`src/hw/rtl/assert_macros.svh`:
```
// Assertion helper macros shared by the RTL files.
// Depends on nothing; each file that asserts includes it.
`ifndef ASSERT_MACROS_SVH
`define ASSERT_MACROS_SVH

// Same-cycle implication, gated off during reset.
`define ASSERT_IMPLY(label, clk, rst_n, ante, cons) \
  label: assert property (@(posedge clk) disable iff (!rst_n) (ante) |-> (cons)) \
    else $error("%m: implication check failed");

// Next-cycle implication, gated off during reset.
`define ASSERT_NEXT(label, clk, rst_n, ante, cons) \
  label: assert property (@(posedge clk) disable iff (!rst_n) (ante) |=> (cons)) \
    else $error("%m: next-cycle check failed");

`endif

```
`src/hw/rtl/pwlti_pkg.sv`:
```
// Constants, breakpoint tables and helpers for the piecewise-linear lookup.
// Depends on nothing; used by piecewise_linear_table_interp.
`default_nettype none

package pwlti_pkg;

  // Table select codes
  localparam logic [1:0] MODE_FINE = 2'd0;
  localparam logic [1:0] MODE_C1   = 2'd1;
  localparam logic [1:0] MODE_C2   = 2'd2;
  localparam logic [1:0] MODE_OFF  = 2'd3;

  localparam int DIST_FRAC_BITS_DEF = 8;

  localparam int DIST_W = 16;
  localparam int PROB_W = 17;
  localparam int MM_W   = 7;   // whole millimetres, all breakpoints below 128
  localparam int SPAN_W = 4;   // spacing in mm fits 4 bits (2 or 10)
  localparam int Q_W    = 6;   // coarse step count, offset / 2 mm

  // Breakpoint positions in whole mm
  localparam logic [MM_W-1:0] FINE_LO_MM   = 7'd10;
  localparam logic [MM_W-1:0] FINE_HI_MM   = 7'd50;
  localparam logic [MM_W-1:0] COARSE_LO_MM = 7'd5;
  localparam logic [MM_W-1:0] C1_HI_MM     = 7'd85;
  localparam logic [MM_W-1:0] C2_HI_MM     = 7'd95;

  localparam logic [SPAN_W-1:0] SPAN2_MM  = 4'd2;
  localparam logic [SPAN_W-1:0] SPAN10_MM = 4'd10;

  // Last fine segment is the wide one from 40 to 50 mm
  localparam logic [3:0] FINE_LAST_SEG = 4'd15;

  localparam logic [PROB_W-1:0] PROB_ONE = 17'd65536;

  // ceil(2^22 / 5): exact divide by 5 for values below 2^22
  localparam int               RECIP5_W     = 20;
  localparam int               RECIP5_SHIFT = 22;
  localparam logic [RECIP5_W-1:0] RECIP5    = 20'd838861;

  localparam logic [PROB_W-1:0] FINE_TAB [17] = '{
    17'd65536, 17'd52429, 17'd47514, 17'd40960, 17'd36045, 17'd29491,
    17'd24576, 17'd19661, 17'd16384, 17'd10486, 17'd8192,  17'd5243,
    17'd4588,  17'd2621,  17'd1638,  17'd1311,  17'd0
  };

  localparam logic [PROB_W-1:0] C1_TAB [9] = '{
    17'd49448, 17'd47719, 17'd43404, 17'd34869, 17'd23542, 17'd14099,
    17'd8362,  17'd5339,  17'd4672
  };

  localparam logic [PROB_W-1:0] C2_TAB [10] = '{
    17'd57153, 17'd56884, 17'd54023, 17'd49712, 17'd42111, 17'd30313,
    17'd18263, 17'd9510,  17'd4910,  17'd3040
  };

  // Divide a small step count by 5: (q * 13) >> 6, exact for q < 64
  function automatic logic [3:0] div5_small(input logic [Q_W-1:0] q);
    logic [9:0] acc;
    acc = 10'({q, 3'b000}) + 10'({q, 2'b00}) + 10'(q);
    return acc[9:6];
  endfunction

  // Table entry for a mode and point index; out-of-range reads give zero
  function automatic logic [PROB_W-1:0] tab_val(input logic [1:0] mode,
                                                input logic [4:0] idx);
    logic [PROB_W-1:0] v;
    v = '0;
    case (mode)
      MODE_FINE: v = (idx <= 5'd16) ? FINE_TAB[idx] : '0;
      MODE_C1:   v = (idx <= 5'd8)  ? C1_TAB[idx[3:0]] : '0;
      MODE_C2:   v = (idx <= 5'd9)  ? C2_TAB[idx[3:0]] : '0;
      default:   v = '0;
    endcase
    return v;
  endfunction

endpackage

`default_nettype wire

```
`src/hw/rtl/piecewise_linear_table_interp.sv`:
```
// Piecewise-linear probability lookup: distance in, Q1.16 probability out.
// Depends on pwlti_pkg and assert_macros.svh.
//
//  channel   ports                                   handshake
//  -------   -------------------------------------   -----------------------
//  input     start, busy, in_distance                start & !busy
//  result    out_valid, out_probability              strobe, one cycle
//  config    cfg_valid, cfg_ready, cfg_table_mode    cfg_valid & cfg_ready
//
// One request per cycle.
// Pipeline: input reg, segment select reg, product reg (two 17xN multiplies),
// result reg (rounding, divide by spacing with a reciprocal multiply).
// busy and cfg_ready are always low / high: no stalls on either side.
// rst_n is synchronous; it clears the valid pipeline and sets table_mode to 0.
`default_nettype none

module piecewise_linear_table_interp
  import pwlti_pkg::*;
#(
  parameter int DIST_FRAC_BITS = DIST_FRAC_BITS_DEF
) (
  input  wire logic              clk,
  input  wire logic              rst_n,
  // input channel
  input  wire logic              start,
  output logic                   busy,
  input  wire logic [DIST_W-1:0] in_distance,
  // result channel
  output logic                   out_valid,
  output logic [PROB_W-1:0]      out_probability,
  // configuration channel
  input  wire logic              cfg_valid,
  output logic                   cfg_ready,
  input  wire logic [1:0]        cfg_table_mode
);

`include "assert_macros.svh"

  localparam int FB  = DIST_FRAC_BITS;
  localparam int BW  = MM_W + FB;                  // raw breakpoint width
  localparam int CW  = (BW > DIST_W) ? BW : DIST_W; // compare width
  localparam int RW  = SPAN_W + FB;                // offset within segment
  localparam int PW  = PROB_W + RW;                // one product
  localparam int NW  = PW + 1;                     // rounded sum
  localparam int QW  = NW - (FB + 1);              // sum scaled by 2^-(FB+1)
  localparam int MW  = QW + RECIP5_W;              // reciprocal product

  localparam logic [RW-1:0] SPAN2_RAW  = RW'(SPAN2_MM) << FB;
  localparam logic [RW-1:0] SPAN10_RAW = RW'(SPAN10_MM) << FB;

  // Configuration register
  logic [1:0] table_mode_r;

  always_ff @(posedge clk) begin
    if (!rst_n) begin
      table_mode_r <= MODE_FINE;
    end else if (cfg_valid && cfg_ready) begin
      table_mode_r <= cfg_table_mode;
    end
  end

  assign cfg_ready = 1'b1;
  assign busy      = 1'b0;

  // Input register
  logic              v0_r;
  logic [DIST_W-1:0] d_r;

  always_ff @(posedge clk) begin
    if (!rst_n) begin
      v0_r <= 1'b0;
    end else begin
      v0_r <= start && !busy;
    end
  end

  always_ff @(posedge clk) begin
    if (start && !busy) begin
      d_r <= in_distance;
    end
  end

  // Stage 1: range check, segment select, offset and table reads
  logic              v1_r;
  logic [PROB_W-1:0] s1_y0_r, s1_y0_nxt;
  logic [PROB_W-1:0] s1_y1_r, s1_y1_nxt;
  logic [RW-1:0]     s1_r_r, s1_r_nxt;
  logic              s1_is10_r, s1_is10_nxt;
  logic              s1_sp_r, s1_sp_nxt;
  logic [PROB_W-1:0] s1_spv_r, s1_spv_nxt;

  logic [CW-1:0]   d_ext;
  logic [MM_W-1:0] lo_mm, hi_mm, bp_mm;
  logic [CW-1:0]   off, rr;
  logic [Q_W-1:0]  q;
  logic [3:0]      seg;
  logic [4:0]      seg_x;
  logic            fine;

  always_comb begin
    d_ext = CW'(d_r);
    fine  = (table_mode_r == MODE_FINE);
    lo_mm = fine ? FINE_LO_MM : COARSE_LO_MM;
    case (table_mode_r)
      MODE_FINE: hi_mm = FINE_HI_MM;
      MODE_C1:   hi_mm = C1_HI_MM;
      default:   hi_mm = C2_HI_MM;
    endcase
    // step count in 2 mm units; valid whenever distance is in range
    off = d_ext - (CW'(lo_mm) << FB);
    q   = off[FB+Q_W:FB+1];
    if (fine) begin
      seg = (q > Q_W'(FINE_LAST_SEG)) ? FINE_LAST_SEG : q[3:0];
    end else begin
      seg = div5_small(q);
    end
    seg_x = {1'b0, seg};
    // segment start in mm
    if (fine) begin
      bp_mm = FINE_LO_MM + MM_W'({seg, 1'b0});
    end else begin
      bp_mm = COARSE_LO_MM + MM_W'({seg, 3'b000}) + MM_W'({seg, 1'b0});
    end
    rr = d_ext - (CW'(bp_mm) << FB);

    s1_y0_nxt   = tab_val(table_mode_r, seg_x);
    s1_y1_nxt   = tab_val(table_mode_r, seg_x + 5'd1);
    s1_r_nxt    = rr[RW-1:0];
    s1_is10_nxt = !fine || (seg == FINE_LAST_SEG);

    // constant results: mode off, below first and past last breakpoint
    s1_sp_nxt  = 1'b1;
    s1_spv_nxt = '0;
    if (table_mode_r == MODE_OFF) begin
      s1_spv_nxt = '0;
    end else if (d_ext < (CW'(lo_mm) << FB)) begin
      s1_spv_nxt = fine ? PROB_ONE : tab_val(table_mode_r, 5'd0);
    end else if (d_ext >= (CW'(hi_mm) << FB)) begin
      s1_spv_nxt = '0;
    end else begin
      s1_sp_nxt = 1'b0;
    end
  end

  always_ff @(posedge clk) begin
    if (!rst_n) begin
      v1_r <= 1'b0;
    end else begin
      v1_r <= v0_r;
    end
  end

  always_ff @(posedge clk) begin
    s1_y0_r   <= s1_y0_nxt;
    s1_y1_r   <= s1_y1_nxt;
    s1_r_r    <= s1_r_nxt;
    s1_is10_r <= s1_is10_nxt;
    s1_sp_r   <= s1_sp_nxt;
    s1_spv_r  <= s1_spv_nxt;
  end

  // Stage 2: weighted end values
  logic              v2_r;
  logic [PW-1:0]     s2_p0_r, s2_p0_nxt;
  logic [PW-1:0]     s2_p1_r, s2_p1_nxt;
  logic              s2_is10_r;
  logic              s2_sp_r;
  logic [PROB_W-1:0] s2_spv_r;
  logic [RW-1:0]     span, span_m_r;

  always_comb begin
    span      = s1_is10_r ? SPAN10_RAW : SPAN2_RAW;
    span_m_r  = span - s1_r_r;
    s2_p0_nxt = PW'(s1_y0_r) * PW'(span_m_r);
    s2_p1_nxt = PW'(s1_y1_r) * PW'(s1_r_r);
  end

  always_ff @(posedge clk) begin
    if (!rst_n) begin
      v2_r <= 1'b0;
    end else begin
      v2_r <= v1_r;
    end
  end

  always_ff @(posedge clk) begin
    s2_p0_r   <= s2_p0_nxt;
    s2_p1_r   <= s2_p1_nxt;
    s2_is10_r <= s1_is10_r;
    s2_sp_r   <= s1_sp_r;
    s2_spv_r  <= s1_spv_r;
  end

  // Stage 3: round, divide by spacing (2^(FB+1), times 5 for 10 mm)
  logic              out_valid_r;
  logic [PROB_W-1:0] out_probability_r, out_probability_nxt;
  logic [NW-1:0]     num;
  logic [QW-1:0]     qt;
  logic [MW-1:0]     q5;
  logic [RW-1:0]     half;

  always_comb begin
    half = s2_is10_r ? (SPAN10_RAW >> 1) : (SPAN2_RAW >> 1);
    num  = NW'(s2_p0_r) + NW'(s2_p1_r) + NW'(half);
    qt   = QW'(num >> (FB + 1));
    q5   = MW'(qt) * MW'(RECIP5);
    if (s2_sp_r) begin
      out_probability_nxt = s2_spv_r;
    end else if (s2_is10_r) begin
      out_probability_nxt = q5[RECIP5_SHIFT +: PROB_W];
    end else begin
      out_probability_nxt = qt[PROB_W-1:0];
    end
  end

  always_ff @(posedge clk) begin
    if (!rst_n) begin
      out_valid_r <= 1'b0;
    end else begin
      out_valid_r <= v2_r;
    end
  end

  always_ff @(posedge clk) begin
    out_probability_r <= out_probability_nxt;
  end

  assign out_valid       = out_valid_r;
  assign out_probability = out_probability_r;

  // Checks
  `ASSERT_IMPLY(a_strobe_from_pipe, clk, rst_n, out_valid_r, $past(v2_r))
  `ASSERT_IMPLY(a_prob_in_range, clk, rst_n, out_valid_r, out_probability_r <= PROB_ONE)
  `ASSERT_NEXT(a_mode_off_zero, clk, rst_n, v0_r && (table_mode_r == MODE_OFF), s1_sp_r && (s1_spv_r == '0))
  `ASSERT_IMPLY(a_offset_in_seg, clk, rst_n, v1_r && !s1_sp_r, s1_r_r < (s1_is10_r ? SPAN10_RAW : SPAN2_RAW))

endmodule

`default_nettype wire

```
`config.mk`:
```
export PLATFORM = sky130hd
export DESIGN_NAME = piecewise_linear_table_interp
export DESIGN_NICKNAME = d
export VERILOG_FILES = /design/src/hw/rtl/pwlti_pkg.sv /design/src/hw/rtl/piecewise_linear_table_interp.sv
export VERILOG_INCLUDE_DIRS = /design/src /design/src/hw/rtl
export SDC_FILE = /design/constraint.sdc
export NUM_CORES = 2
export LEC_CHECK = 0
export CORE_MARGIN = 4
export CORE_UTILIZATION = 35
export DETAILED_ROUTE_END_ITERATION = 6
export DONT_BUFFER_PORTS = 1
export PLACE_DENSITY = 0.46
export SYNTH_ARGS = -nofsm -noshare
export SYNTH_HDL_FRONTEND = slang
export SYNTH_SLANG_ARGS = --single-unit
```
`constraint.sdc`:
```
create_clock -name clk -period 24.8 [get_ports clk]
set_input_delay 0 -clock clk [delete_from_list [all_inputs] [get_ports clk]]
set_output_delay 0 -clock clk [all_outputs]
set_load 0.1 [all_outputs]
```
==> impl_results.md <==
- Fraction of registers with async set/reset: 0
- Critical path's largest stage delay: 550 ps
- Final WL: 78.1 mm
- Crit path kind: reg -> reg
- Number of synthesized flops with an enable pin: 16
- Initial antenna violation count: 8
- Worst Setup SP: s2_is10_r
- Register bit total from synthesis: between 150 and 200
- Req. time, crit path: 25170 ps
- Multi-input logic area: 0.0220 mm^2
- CTS tree: yes
- Primary FF master, synth: dfxtp_1
- Layout cells sized above 1: 0.0315
- Vias: 20579
- Worst EP arrival: a little over 10000 ps
- Largest net degree at the start of global routing: 38
- First-pass GRT wire length: about 130 mm
- Flop2flop setup slack: 14920 ps
- Worst-Skew Late Latency: 480 ps
- Hold Startpoint: in_distance[11]
- Final nets: between 3000 and 4000
- Setup WS pre-CTS: between 10000 and 15000 ps
- Most common cell after layout, fill and taps aside: inv_1
- Final TNS setup: 0 ps
- Post-Syn Nets: 3998
- Rows: 103
- Syn_area_per_cell: around 9.0 um^2
- CP Buf/Inv Count: 9
- Layout area overhead: 6.87%
- H-tree lvl count: 4
- Layout fillers: about 8100
- Core box area: about 0.08 mm^2
- TritonRoute pass-1 iters: 5
- Setup violators final: 0
- CP top delay family: adder cells
- Period minus WS final: just under 10000 ps
- Crit-path slowest cell: xnor2_1
- Overflow after GRT: 0
- Yosys warns: 0
- Endpoint class of the critical path: flip-flop
- Final Max Slew Viols: 0
- Iter 0 DRT Violations: 980
- HP Class: in -> reg
- Register area: 0.00326 mm^2
- Placed Cells: 4078
- Die height: 291 um
- Initial core utilization: 0.353
- Seq/Total Area, Yosys: 0.117
- Root Driver: clkbuf_16
- Crit path max fanout: 23
- Relative slew margins: 0.273
- Clock Path Buffers: 2
- MaxCap Viol Count: 0
- Tcrit/Tclk final: 0.398
- Ports: 42
- Gr usage total: 0.188
- Die footprint: between 0.08 and 0.09 mm^2
- Post-Synthesis Cells: between 3000 and 4000
- Average wire per standard cell: between 15 and 20 um
- Worst Clk Skew: 22.3 ps
- Via/cell ratio: 4.98
- ANT nets after route: 0
- Final WS setup: 14920 ps
- Ant. Diodes: 0
- Netlist cell types: 81
- Reg2reg start: s2_is10_r
- Port bufs: 0
- Max Fclk: just over 100 MHz
- Non-Filler Instances: roughly 4100
- Most frequent cells in the layout: inv_1, fa_1, ha_1
- Most used cell, CP: inv_1
- Placed wire-length estimate: between 60 and 70 mm
- Die Wd: 291 um
- CP Launch Type: flip-flop
- Sink Count: about 160
- DRC viols: 0
- Slew @ Worst Pin: 1080 ps
- Vias in the first global route: ~22000
- Clock transition at path regs: 80 ps
- RSZ-0062 raised after global routing: false
- Final hold violation count: 0
- Status: finished, final reports clean
- CTS Buf Count: 17
- Post-Syn Area: around 0.028 mm^2
- GPL Wtd Cong: just over 0.9
final timing paths:
check,to,cells past startpoint
max,out_probability[16],36
min,d_ext[11],1
max reg2reg,out_probability[16],36
min reg2reg,s2_spv_r[16],0
cells in the mapped netlist, drive strengths merged, types with 4 or more instances:
library cell  count  share of area
a311o             4         0.0014
nor3             41         0.0073
o211ai           12         0.0032
nand2b           20         0.0045
buf              23         0.0039
nor2b            14         0.0031
edfxtp           16          0.017
a22oi             6         0.0016
a32oi             6         0.0019
a21boi            7         0.0019
a31oi            20         0.0045
a221oi            7         0.0022
a311oi            5         0.0016
o21a             15         0.0040
nor4              6         0.0013
nand3b            4         0.0011
xor2             39          0.012
or3               6         0.0013
a211o             4         0.0013
a21o             54          0.014
dfxtp           139           0.10
mux2i             8         0.0029
xnor2            94          0.030
fa              446           0.32
o22ai             6         0.0016
a21oi           147          0.027
and3             14         0.0031
and4              4         0.0013
o31ai             4         0.0016
or2               6         0.0013
nand2           385          0.052
ha              418           0.19
o21bai            4         0.0011
o21ai            84          0.015
nor2            106          0.015
a211oi           12         0.0034
and2            152          0.034
nand4            12         0.0027
inv             602          0.081
clkbuf           93          0.012
nand3            22         0.0039
timing repair:
action,CTS,global route
resized for setup,0,0
setup buffers,0,0
hold buffers,22,0
endpoints found under the hold margin,38,0
through the flow:
| step | instance area [um^2] | hold slack (ps) | util |
|---|---|---|---|
| 3_3_place_gp | 29100 | 98.9 | 0.368 |
| 2_1_floorplan | 28000 | 98.9 | - |
| 6_report | 29900 | 144 | 0.378 |
| 4_1_cts | 29900 | 93.2 | 0.378 |
| 5_1_grt | 29900 | 117 | 0.378 |
| 3_5_place_dp | 29100 | 98.9 | 0.368 |
metal layers:
layer,vias up,part of all wire,GRT usage
met5,-,0,0
met4,0,0.033,0.0680
met3,117,0.034,0.0232
met2,421,0.49,0.324
met1,10274,0.44,0.243
li1,9767,-,-
registers in the layout, summed over array words and instances, names as in the netlist, 2 cells and up:
| register | count |
|---|---|
| s1_spv_r | 4 |
| d_ext | 16 |
| s1_y1_r | 17 |
| s2_p0_r | 29 |
| table_mode_r | 2 |
| s1_y0_r | 17 |
| out_probability | 17 |
| s1_r_r | 12 |
| s2_spv_r | 4 |
| s2_p1_r | 29 |
layout make-up:
type	count	share of cell area
Inverter	603	0.0759
Tap cell	1050	0.0440
Multi-Input combinational cell	2238	0.736
Timing Repair Buffer	54	0.0154
Sequential cell	155	0.109
Clock buffer	17	0.0142
Clock inverter	15	0.00511
logic make-up (layout without fill, tap and decap cells):
kind of cell             after synthesis  in the layout  synth area share
flip-flops                           155            155             0.117
adder cells (fa/ha/maj)              864            864             0.506
other                                  2              2          0.000269
multiplexers                          11             11           0.00407
XOR/XNOR                             133            133            0.0425
AO/OA/AOI/OAI                        429            429            0.0985
buffers and inverters                719            689            0.0976
AND/OR/NAND/NOR                      799            799             0.134
Power is not shown: default switching activity piles up to over one toggle a cycle in this logic, so the estimate is an artifact.
